`src/sv/fpq_pkg.sv`:
```
// Shared types and constants for the five-level priority queue.
// No dependencies; used by fpq_cell, fpq_chain and the top level.
package fpq_pkg;

  // Table size and field widths
  localparam int CAPACITY   = 64;
  localparam int NUM_LEVELS = 5;
  localparam int ID_W       = 16;
  localparam int LVL_W      = 3;
  localparam int ACT_W      = 2;
  localparam int STS_W      = 2;
  localparam int OUT_W      = 7;
  localparam int CNT_W      = $clog2(CAPACITY + 1);

  // Reported counts saturate here
  localparam logic [OUT_W-1:0] COUNT_MAX = {OUT_W{1'b1}};

  typedef enum logic [ACT_W-1:0] {
    ACT_ADD    = 2'd0,
    ACT_REMOVE = 2'd1,
    ACT_QUERY  = 2'd2,
    ACT_NOP    = 2'd3
  } act_e;

  typedef enum logic [STS_W-1:0] {
    STS_DONE      = 2'd0,
    STS_FULL      = 2'd1,
    STS_NOT_FOUND = 2'd2
  } status_e;

  typedef enum logic [1:0] {
    S_IDLE  = 2'd0,
    S_SWEEP = 2'd1,
    S_DONE  = 2'd2
  } state_e;

  // One stored entry
  typedef struct packed {
    logic [ID_W-1:0]  id;
    logic [LVL_W-1:0] level;
  } entry_t;

  // Controls broadcast from the sequencer to every cell
  typedef struct packed {
    logic   add_en;     // append new_entry at the tail
    logic   shift_en;   // rotate one step: all move left, head re-enters at tail
    logic   keep_head;  // head re-enters (clear: head is dropped)
    entry_t new_entry;
  } chain_ctrl_t;

  // Status returned by the chain
  typedef struct packed {
    entry_t head;
    logic   full;
  } chain_stat_t;

endpackage

```
`src/sv/fpq_cell.sv`:
```
// One slot of the entry chain: holds an entry and its valid bit.
// Depends on fpq_pkg.
module fpq_cell (
  input  logic                clk_i,
  input  logic                rst_ni,
  input  fpq_pkg::chain_ctrl_t ctrl_i,
  input  logic                left_valid_i,
  input  logic                right_valid_i,
  input  fpq_pkg::entry_t     right_entry_i,
  input  fpq_pkg::entry_t     head_i,
  output logic                valid_o,
  output fpq_pkg::entry_t     entry_o
);

  logic            valid_q, valid_d;
  fpq_pkg::entry_t entry_q, entry_d;
  logic            load;

  // Next slot contents: append, rotate step or hold
  always_comb begin
    valid_d = valid_q;
    entry_d = entry_q;
    load    = 1'b0;
    if (ctrl_i.add_en) begin
      // first empty slot takes the new entry
      if (left_valid_i && !valid_q) begin
        valid_d = 1'b1;
        entry_d = ctrl_i.new_entry;
        load    = 1'b1;
      end
    end else if (ctrl_i.shift_en) begin
      // last occupied slot becomes the new tail for the head entry
      if (valid_q && !right_valid_i && ctrl_i.keep_head) begin
        valid_d = 1'b1;
        entry_d = head_i;
      end else begin
        valid_d = right_valid_i;
        entry_d = right_entry_i;
      end
      load = 1'b1;
    end
  end

  always_ff @(posedge clk_i or negedge rst_ni) begin
    if (!rst_ni) begin
      valid_q <= 1'b0;
    end else begin
      valid_q <= valid_d;
    end
  end

  always_ff @(posedge clk_i) begin
    if (load) begin
      entry_q <= entry_d;
    end
  end

  assign valid_o = valid_q;
  assign entry_o = entry_q;

endmodule

```
`src/sv/fpq_chain.sv`:
```
// Row of fpq_cell slots linked to their neighbors; slot 0 is the head.
// Depends on fpq_pkg and fpq_cell.
module fpq_chain (
  input  logic                 clk_i,
  input  logic                 rst_ni,
  input  fpq_pkg::chain_ctrl_t ctrl_i,
  output fpq_pkg::chain_stat_t stat_o
);

  logic            valid [fpq_pkg::CAPACITY];
  fpq_pkg::entry_t entry [fpq_pkg::CAPACITY];

  for (genvar i = 0; i < fpq_pkg::CAPACITY; i++) begin : g_cell
    logic            left_valid;
    logic            right_valid;
    fpq_pkg::entry_t right_entry;

    // neighbor links, with fixed values at both ends
    if (i == 0) begin : g_first
      assign left_valid = 1'b1;
    end else begin : g_left
      assign left_valid = valid[i-1];
    end
    if (i == fpq_pkg::CAPACITY - 1) begin : g_last
      assign right_valid = 1'b0;
      assign right_entry = '0;
    end else begin : g_right
      assign right_valid = valid[i+1];
      assign right_entry = entry[i+1];
    end

    fpq_cell u_cell (
      .clk_i         (clk_i),
      .rst_ni        (rst_ni),
      .ctrl_i        (ctrl_i),
      .left_valid_i  (left_valid),
      .right_valid_i (right_valid),
      .right_entry_i (right_entry),
      .head_i        (entry[0]),
      .valid_o       (valid[i]),
      .entry_o       (entry[i])
    );
  end

  assign stat_o.head = entry[0];
  assign stat_o.full = valid[fpq_pkg::CAPACITY-1];

endmodule

```
`src/sv/five_level_priority_fifo_with_removal.sv`:
```
// Five-level priority queue table with removal by id. Entries sit in a chain of
// CAPACITY slots in arrival order. An add goes straight to the result state and
// frees the input once its result is loaded into the output register. Remove
// and query rotate the whole chain once through its head slot, one entry per
// cycle, before the result state; on an empty table the rotation is skipped.
// One item is worked at a time; a finished result waits in the output register
// while the next item is already taken in, and while that register stays
// stalled the next finished item holds the input.
// Depends on fpq_pkg and fpq_chain.
module five_level_priority_fifo_with_removal (
  input  logic                       clk_i,
  input  logic                       rst_ni,
  // item channel
  input  logic                       in_valid_i,
  output logic                       in_stall_o,
  input  logic [fpq_pkg::ACT_W-1:0]  action_i,
  input  logic [fpq_pkg::ID_W-1:0]   entry_id_i,
  input  logic [fpq_pkg::LVL_W-1:0]  level_i,
  // result channel
  output logic                       out_valid_o,
  input  logic                       out_stall_i,
  output logic [fpq_pkg::STS_W-1:0]  status_o,
  output logic [fpq_pkg::OUT_W-1:0]  ahead_red_o,
  output logic [fpq_pkg::OUT_W-1:0]  ahead_orange_o,
  output logic [fpq_pkg::OUT_W-1:0]  ahead_yellow_o,
  output logic [fpq_pkg::OUT_W-1:0]  ahead_green_o,
  output logic [fpq_pkg::OUT_W-1:0]  ahead_blue_o
);

  localparam int NL = fpq_pkg::NUM_LEVELS;
  localparam logic [fpq_pkg::CNT_W-1:0] FILL_FULL = fpq_pkg::CNT_W'(fpq_pkg::CAPACITY);

  fpq_pkg::state_e  state_q, state_d;
  fpq_pkg::act_e    act_q, act_d;
  fpq_pkg::status_e sts_q, sts_d;
  fpq_pkg::status_e status_q, status_d;
  logic [fpq_pkg::ID_W-1:0]  key_q, key_d;
  logic [fpq_pkg::CNT_W-1:0] rem_q, rem_d;
  logic [fpq_pkg::CNT_W-1:0] fill_q, fill_d;
  logic [NL-1:0]             taken_q, taken_d;
  logic [fpq_pkg::OUT_W-1:0] cnt_q   [NL];
  logic [fpq_pkg::OUT_W-1:0] cnt_d   [NL];
  logic [fpq_pkg::OUT_W-1:0] ahead_q [NL];
  logic [fpq_pkg::OUT_W-1:0] ahead_d [NL];
  logic                      out_valid_q, out_valid_d;

  fpq_pkg::chain_ctrl_t ctrl;
  fpq_pkg::chain_stat_t stat;

  fpq_chain u_chain (
    .clk_i  (clk_i),
    .rst_ni (rst_ni),
    .ctrl_i (ctrl),
    .stat_o (stat)
  );

  assign in_stall_o = (state_q != fpq_pkg::S_IDLE);

  // Sequencer: next state, chain controls and result assembly
  always_comb begin
    logic hit;
    logic seen;
    state_d     = state_q;
    act_d       = act_q;
    key_d       = key_q;
    rem_d       = rem_q;
    fill_d      = fill_q;
    taken_d     = taken_q;
    cnt_d       = cnt_q;
    sts_d       = sts_q;
    status_d    = status_q;
    ahead_d     = ahead_q;
    out_valid_d = out_valid_q && out_stall_i;
    ctrl        = '0;
    ctrl.new_entry.id    = entry_id_i;
    ctrl.new_entry.level = level_i;
    hit  = 1'b0;
    seen = 1'b0;

    case (state_q)
      fpq_pkg::S_IDLE: begin
        if (in_valid_i) begin
          act_d   = fpq_pkg::act_e'(action_i);
          key_d   = entry_id_i;
          taken_d = '0;
          rem_d   = fill_q;
          sts_d   = fpq_pkg::STS_DONE;
          for (int c = 0; c < NL; c++) begin
            cnt_d[c] = '0;
          end
          case (fpq_pkg::act_e'(action_i))
            fpq_pkg::ACT_ADD: begin
              // out-of-range class is ignored
              if (level_i < fpq_pkg::LVL_W'(NL)) begin
                if (fill_q == FILL_FULL) begin
                  sts_d = fpq_pkg::STS_FULL;
                end else begin
                  ctrl.add_en = 1'b1;
                  fill_d      = fill_q + fpq_pkg::CNT_W'(1);
                end
              end
              state_d = fpq_pkg::S_DONE;
            end
            fpq_pkg::ACT_REMOVE, fpq_pkg::ACT_QUERY: begin
              state_d = (fill_q == '0) ? fpq_pkg::S_DONE : fpq_pkg::S_SWEEP;
            end
            default: begin
              state_d = fpq_pkg::S_DONE;
            end
          endcase
        end
      end

      fpq_pkg::S_SWEEP: begin
        // inspect the head entry, then rotate it to the tail or drop it
        for (int c = 0; c < NL; c++) begin
          if (stat.head.level == fpq_pkg::LVL_W'(c)) begin
            seen = taken_q[c];
          end
        end
        hit = (stat.head.id == key_q) && (stat.head.level < fpq_pkg::LVL_W'(NL)) && !seen;
        ctrl.shift_en  = 1'b1;
        ctrl.keep_head = !((act_q == fpq_pkg::ACT_REMOVE) && hit);
        for (int c = 0; c < NL; c++) begin
          if (stat.head.level == fpq_pkg::LVL_W'(c)) begin
            if (hit) begin
              taken_d[c] = 1'b1;
            end else if ((act_q == fpq_pkg::ACT_QUERY) && !taken_q[c] &&
                         (cnt_q[c] != fpq_pkg::COUNT_MAX)) begin
              cnt_d[c] = cnt_q[c] + fpq_pkg::OUT_W'(1);
            end
          end
        end
        if ((act_q == fpq_pkg::ACT_REMOVE) && hit) begin
          fill_d = fill_q - fpq_pkg::CNT_W'(1);
        end
        rem_d = rem_q - fpq_pkg::CNT_W'(1);
        if (rem_q == fpq_pkg::CNT_W'(1)) begin
          state_d = fpq_pkg::S_DONE;
        end
      end

      fpq_pkg::S_DONE: begin
        // load the result once the output register is free
        if (!out_valid_q || !out_stall_i) begin
          out_valid_d = 1'b1;
          case (act_q)
            fpq_pkg::ACT_REMOVE, fpq_pkg::ACT_QUERY: begin
              status_d = (|taken_q) ? fpq_pkg::STS_DONE : fpq_pkg::STS_NOT_FOUND;
            end
            default: begin
              status_d = sts_q;
            end
          endcase
          // on a query, classes up to the holding one report, later ones report zero; other actions report zero
          for (int c = 0; c < NL; c++) begin
            ahead_d[c] = ((act_q == fpq_pkg::ACT_QUERY) && !seen) ? cnt_q[c] : '0;
            seen       = seen | taken_q[c];
          end
          state_d = fpq_pkg::S_IDLE;
        end
      end

      default: begin
        state_d = fpq_pkg::S_IDLE;
      end
    endcase
  end

  // Control registers
  always_ff @(posedge clk_i or negedge rst_ni) begin
    if (!rst_ni) begin
      state_q     <= fpq_pkg::S_IDLE;
      fill_q      <= '0;
      out_valid_q <= 1'b0;
    end else begin
      state_q     <= state_d;
      fill_q      <= fill_d;
      out_valid_q <= out_valid_d;
    end
  end

  // Working and result registers
  always_ff @(posedge clk_i) begin
    act_q    <= act_d;
    key_q    <= key_d;
    rem_q    <= rem_d;
    taken_q  <= taken_d;
    cnt_q    <= cnt_d;
    sts_q    <= sts_d;
    status_q <= status_d;
    ahead_q  <= ahead_d;
  end

  assign out_valid_o    = out_valid_q;
  assign status_o       = status_q;
  assign ahead_red_o    = ahead_q[0];
  assign ahead_orange_o = ahead_q[1];
  assign ahead_yellow_o = ahead_q[2];
  assign ahead_green_o  = ahead_q[3];
  assign ahead_blue_o   = ahead_q[4];

  // Fill count never passes the table size
  a_fill_range: assert property (@(posedge clk_i) disable iff (!rst_ni)
    fill_q <= FILL_FULL)
    else $error("fill count above capacity");

  // Between items the last slot is occupied exactly when the table is full
  a_full_match: assert property (@(posedge clk_i) disable iff (!rst_ni)
    (state_q == fpq_pkg::S_IDLE) |-> (stat.full == (fill_q == FILL_FULL)))
    else $error("chain occupancy disagrees with fill count");

  // A rotation never runs with nothing left to visit
  a_sweep_rem: assert property (@(posedge clk_i) disable iff (!rst_ni)
    (state_q == fpq_pkg::S_SWEEP) |-> (rem_q != '0))
    else $error("rotation with no entries left");

  // A new result only appears out of the result state
  a_result_src: assert property (@(posedge clk_i) disable iff (!rst_ni)
    $rose(out_valid_q) |-> $past(state_q == fpq_pkg::S_DONE))
    else $error("result loaded outside result state");

endmodule

```
`config.mk`:
```
export PLATFORM = sky130hd
export DESIGN_NAME = five_level_priority_fifo_with_removal
export DESIGN_NICKNAME = d
export VERILOG_FILES = /design/src/sv/fpq_pkg.sv /design/src/sv/fpq_cell.sv /design/src/sv/fpq_chain.sv /design/src/sv/five_level_priority_fifo_with_removal.sv
export SDC_FILE = /design/constraint.sdc
export NUM_CORES = 2
export LEC_CHECK = 0
export BUFFER_PORTS_ARGS = -buffer_cell sky130_fd_sc_hd__buf_2
export CORE_ASPECT_RATIO = 1.2
export CORE_MARGIN = 1.5
export CORE_UTILIZATION = 48
export DETAILED_ROUTE_END_ITERATION = 8
export MAX_ROUTING_LAYER = met4
export PLACE_DENSITY_LB_ADDON = 0.05
export SYNTH_ARGS = -nofsm -noshare
export SYNTH_HDL_FRONTEND = slang
export SYNTH_SLANG_ARGS = --single-unit
export TNS_END_PERCENT = 20
```
`constraint.sdc`:
```
create_clock -name clk_i -period 5.3 [get_ports clk_i]
set_input_delay 1.59 -clock clk_i [delete_from_list [all_inputs] [get_ports clk_i]]
set_output_delay 1.59 -clock clk_i [all_outputs]
set_load 0.01 [all_outputs]
```
==> reports/metrics.yaml <==
critPathCapture: "u_chain.g_cell[15].u_cell.entry_o[1]$_DFFE_PP_"
rows: 147
grt_pass1_vias: 43900
syn_area_um2: 65200
cts_root_buf: "clkbuf_16"
internal_power_mw: 27.30
status: "complete, no violations"
reg2regPathDepth: 7
cp-start-kind: "input port"
rsz0062_at_grt: "no"
power.share.sequential: 0.472
grt_start_max_net_pins: 149
required_ns: 5.89
yosysSeqAreaShare: 0.6358
fin_setup_tns_ns: 0
maxCapViolCount: 0
fin_crit_ns: 4.043
routabilityCongestion: 0.8841
r2r-start: "u_chain.g_cell[0].u_cell.entry_o[10]$_DFFE_PP_"
grt_pass1_wl_um: 298400
register_area_um2: 41460
syn_area_per_cell_um2: 12.24
drtIter0Drc: 4807
hp-class: "reg2reg"
core_area_um2: 134300
grt_overflow: 0
ctsResizeCount: 0
setup_viol: 0
synth_cell_types: 50
synth_edf_count: 1319
multi_input_area_um2: 20420
finalCritPeriodShare: 0.7629
postCtsHoldBufs: 0
viasPerCell: 6.585
die_w_um: 339.5
postRouteAntennaNets: 0
fill_cells: 11400
cts_buffer_depth: 3
switching_share: 0.3272
yosysMostFrequentCell: "edfxtp_1"
cp_max_fo: 110
drt_pass1_iterations: 6
antenna_found_initial: 2
vdd_ir_drop_max_v: 0.0003833
power-per-cell-area_nw_per_um2: 564.8
async_flop_share: 0.05312
pwr-share-clk: 0.254
post_cts_buffers: 0
synth.largest_area_cell: "edfxtp_1"
initial_core_util: 0.4856
cts_tree: "built"
cts-buffers-inserted: 147
syn_nets: 5366
drive_gt1_frac: 0.1369
htreeDepth: 4
portBuffers: 63
yosysWarnings: 0
dpl.hpwl_um: 117300
finClkSkew_ns: 0.02519
drt-total-wl_um: 199800
crit_path_start: "level_i[1]"
vias: 46130
cts.sinks: 1393
gr-usage-all-layers: 0.2948
die_area_um2: 138100
maxSlewViolCount: 0
end_kind: "flop"
ios: 64
synth_top_flop_cell: "edfxtp_1"
p_switching_mw: 13.28
worstReg2RegEnd: "u_chain.g_cell[63].u_cell.entry_o[7]$_DFFE_PP_"
slew-limit-headroom: 0.1633
syn-instance-count: 5325
p_total_mw: 40.58
rrSetupSlack_ns: 1.43
tightest_slew_ns: 1.252
leakage_nw: 21.96
combPwrFrac: 0.275
ys_top_cells_by_count: "edfxtp_1, a211oi_1, nor3_1"
hp-start: "u_chain.g_cell[1].u_cell.entry_o[10]$_DFFE_PP_"
clkLatencyLatePin_ns: 0.78
ys_ff_latch: 1393
hold_viol_final: 0
drc: 0
clock.fmax_mhz: 247.3
clk_pin_slew_worst_paths_ns: 0.07
yosys.area.top_type_share: 0.6074
wl_per_cell_um: 28.52
die_h_um: 406.7
yosys-top-cells-area: "edfxtp_1, a211oi_1, nor3_1"
path_class: "in2reg"
layout.nets: 5138
syn_to_final_growth_pct: 10.18
crit_arrival_ns: 4.63
min_path_cells: 2
sequential cells by signal (all words and copies together), names as in the netlist:
name	cells
act_q	2
ahead_blue_o	7
ahead_green_o	7
ahead_orange_o	7
ahead_red_o	7
ahead_yellow_o	7
cnt_q	35
fill_q	7
key_q	16
out_valid_o	1
rem_q	7
state_q	2
status_o	2
sts_q	1
taken_q	5
u_chain.g_cell.u_cell.entry_o	1216
u_chain.g_cell.u_cell.valid_o	64
per-stage QoR:
stage | instances | cell area, µm² | setup slack [ns] | util | hold slack (ns)
after global placement | 6736 | 67130 | 0.6299 | 0.5000 | 0.4953
after detailed placement | 6736 | 67130 | 0.5636 | 0.5000 | 0.4996
after CTS | 7004 | 71840 | 1.393 | 0.5350 | 0.5116
final | 7005 | 71840 | 1.257 | 0.5350 | 0.5153
after floorplan | 5325 | 65200 | 0.6002 | - | 0.4741
after global routing | 7005 | 71840 | 1.190 | 0.5350 | 0.5389
worst max-delay path: stages:
cell	delay (ns)
buf_2	0.14
o21ai_0	0.24
nand2_1	0.12
nor3b_2	0.68
buf_12	0.33
buf_12	0.25
buf_12	0.38
buf_4	0.31
nor3_1	0.07
a211oi_1	0.26
layout by cell type (no fill, tap or decap), types with 12 or more instances in the layout:
cell type / count
edfxtp_1: 1319
clkbuf_16: 151
clkinv_1: 32
xnor2_1: 27
nor2_4: 38
nor3_1: 1200
buf_2: 62
nor2_1: 50
or2_2: 14
buf_4: 219
buf_12: 43
a22o_1: 20
inv_1: 51
and2_1: 42
a21oi_1: 65
a211oi_1: 1200
nand2b_1: 17
clkinv_2: 19
a31o_2: 13
or3_1: 18
bufinv_16: 12
clkbuf_1: 36
o21ai_1: 14
a211oi_2: 16
nand2_1: 112
ha_1: 15
o21ai_0: 79
nand3_1: 52
xor2_1: 21
dfrtp_1: 74
o31ai_2: 27
a21oi_2: 62
area by class of cell:
class                           count  area share
Antenna cell                        1  0.00003483
Clock buffer                      190     0.05505
Clock inverter                     78     0.01042
Inverter                           52    0.002787
Multi-Input combinational cell   3179      0.2843
Sequential cell                  1393      0.5771
Tap cell                         1788     0.03114
Timing Repair Buffer              324     0.03919
worst min-delay path by stage:
| stage | slack [ns] | end |
|---|---|---|
| 3_3_place_gp | 0.50 | fill_q[6]$_DFFE_PN0P_ |
| 4_1_cts | 0.51 | fill_q[6]$_DFFE_PN0P_ |
| 2_1_floorplan | 0.47 | fill_q[6]$_DFFE_PN0P_ |
| 5_1_grt | 0.54 | u_chain.g_cell[0].u_cell.entry_o[8]$_DFFE_PP_ |
| 3_5_place_dp | 0.50 | u_chain.g_cell[0].u_cell.entry_o[10]$_DFFE_PP_ |
| 6_report | 0.52 | u_chain.g_cell[0].u_cell.entry_o[10]$_DFFE_PP_ |
cells by family after synthesis:
group                      synth area share
adders and majority gates          0.003185
muxes                             0.0007676
DFF                                  0.6358
buffers and inverters               0.05985
and+or+nand+nor                      0.1192
xor gates and xnor gates           0.006448
AOI/OAI and AO/OA                    0.1747
layer usage:
metal  global-route usage  wire length [µm]
met5                    -                 0
met4              0.09892              6428
met3              0.04563             13940
met2               0.4467             91560
met1               0.4074             87830
power groups by stage:
stage	Combinational [mW]	Clock, mW	Sequential, mW
final	11.1	10.3	19.1
after global routing	12.0	10.8	19.4
after CTS	11.1	10.5	19.1
after detailed placement	11.0	0	19.2
after global placement	10.9	0	19.3
after floorplan	7.11	0	18.7
(Power assumes the default switching activity.)
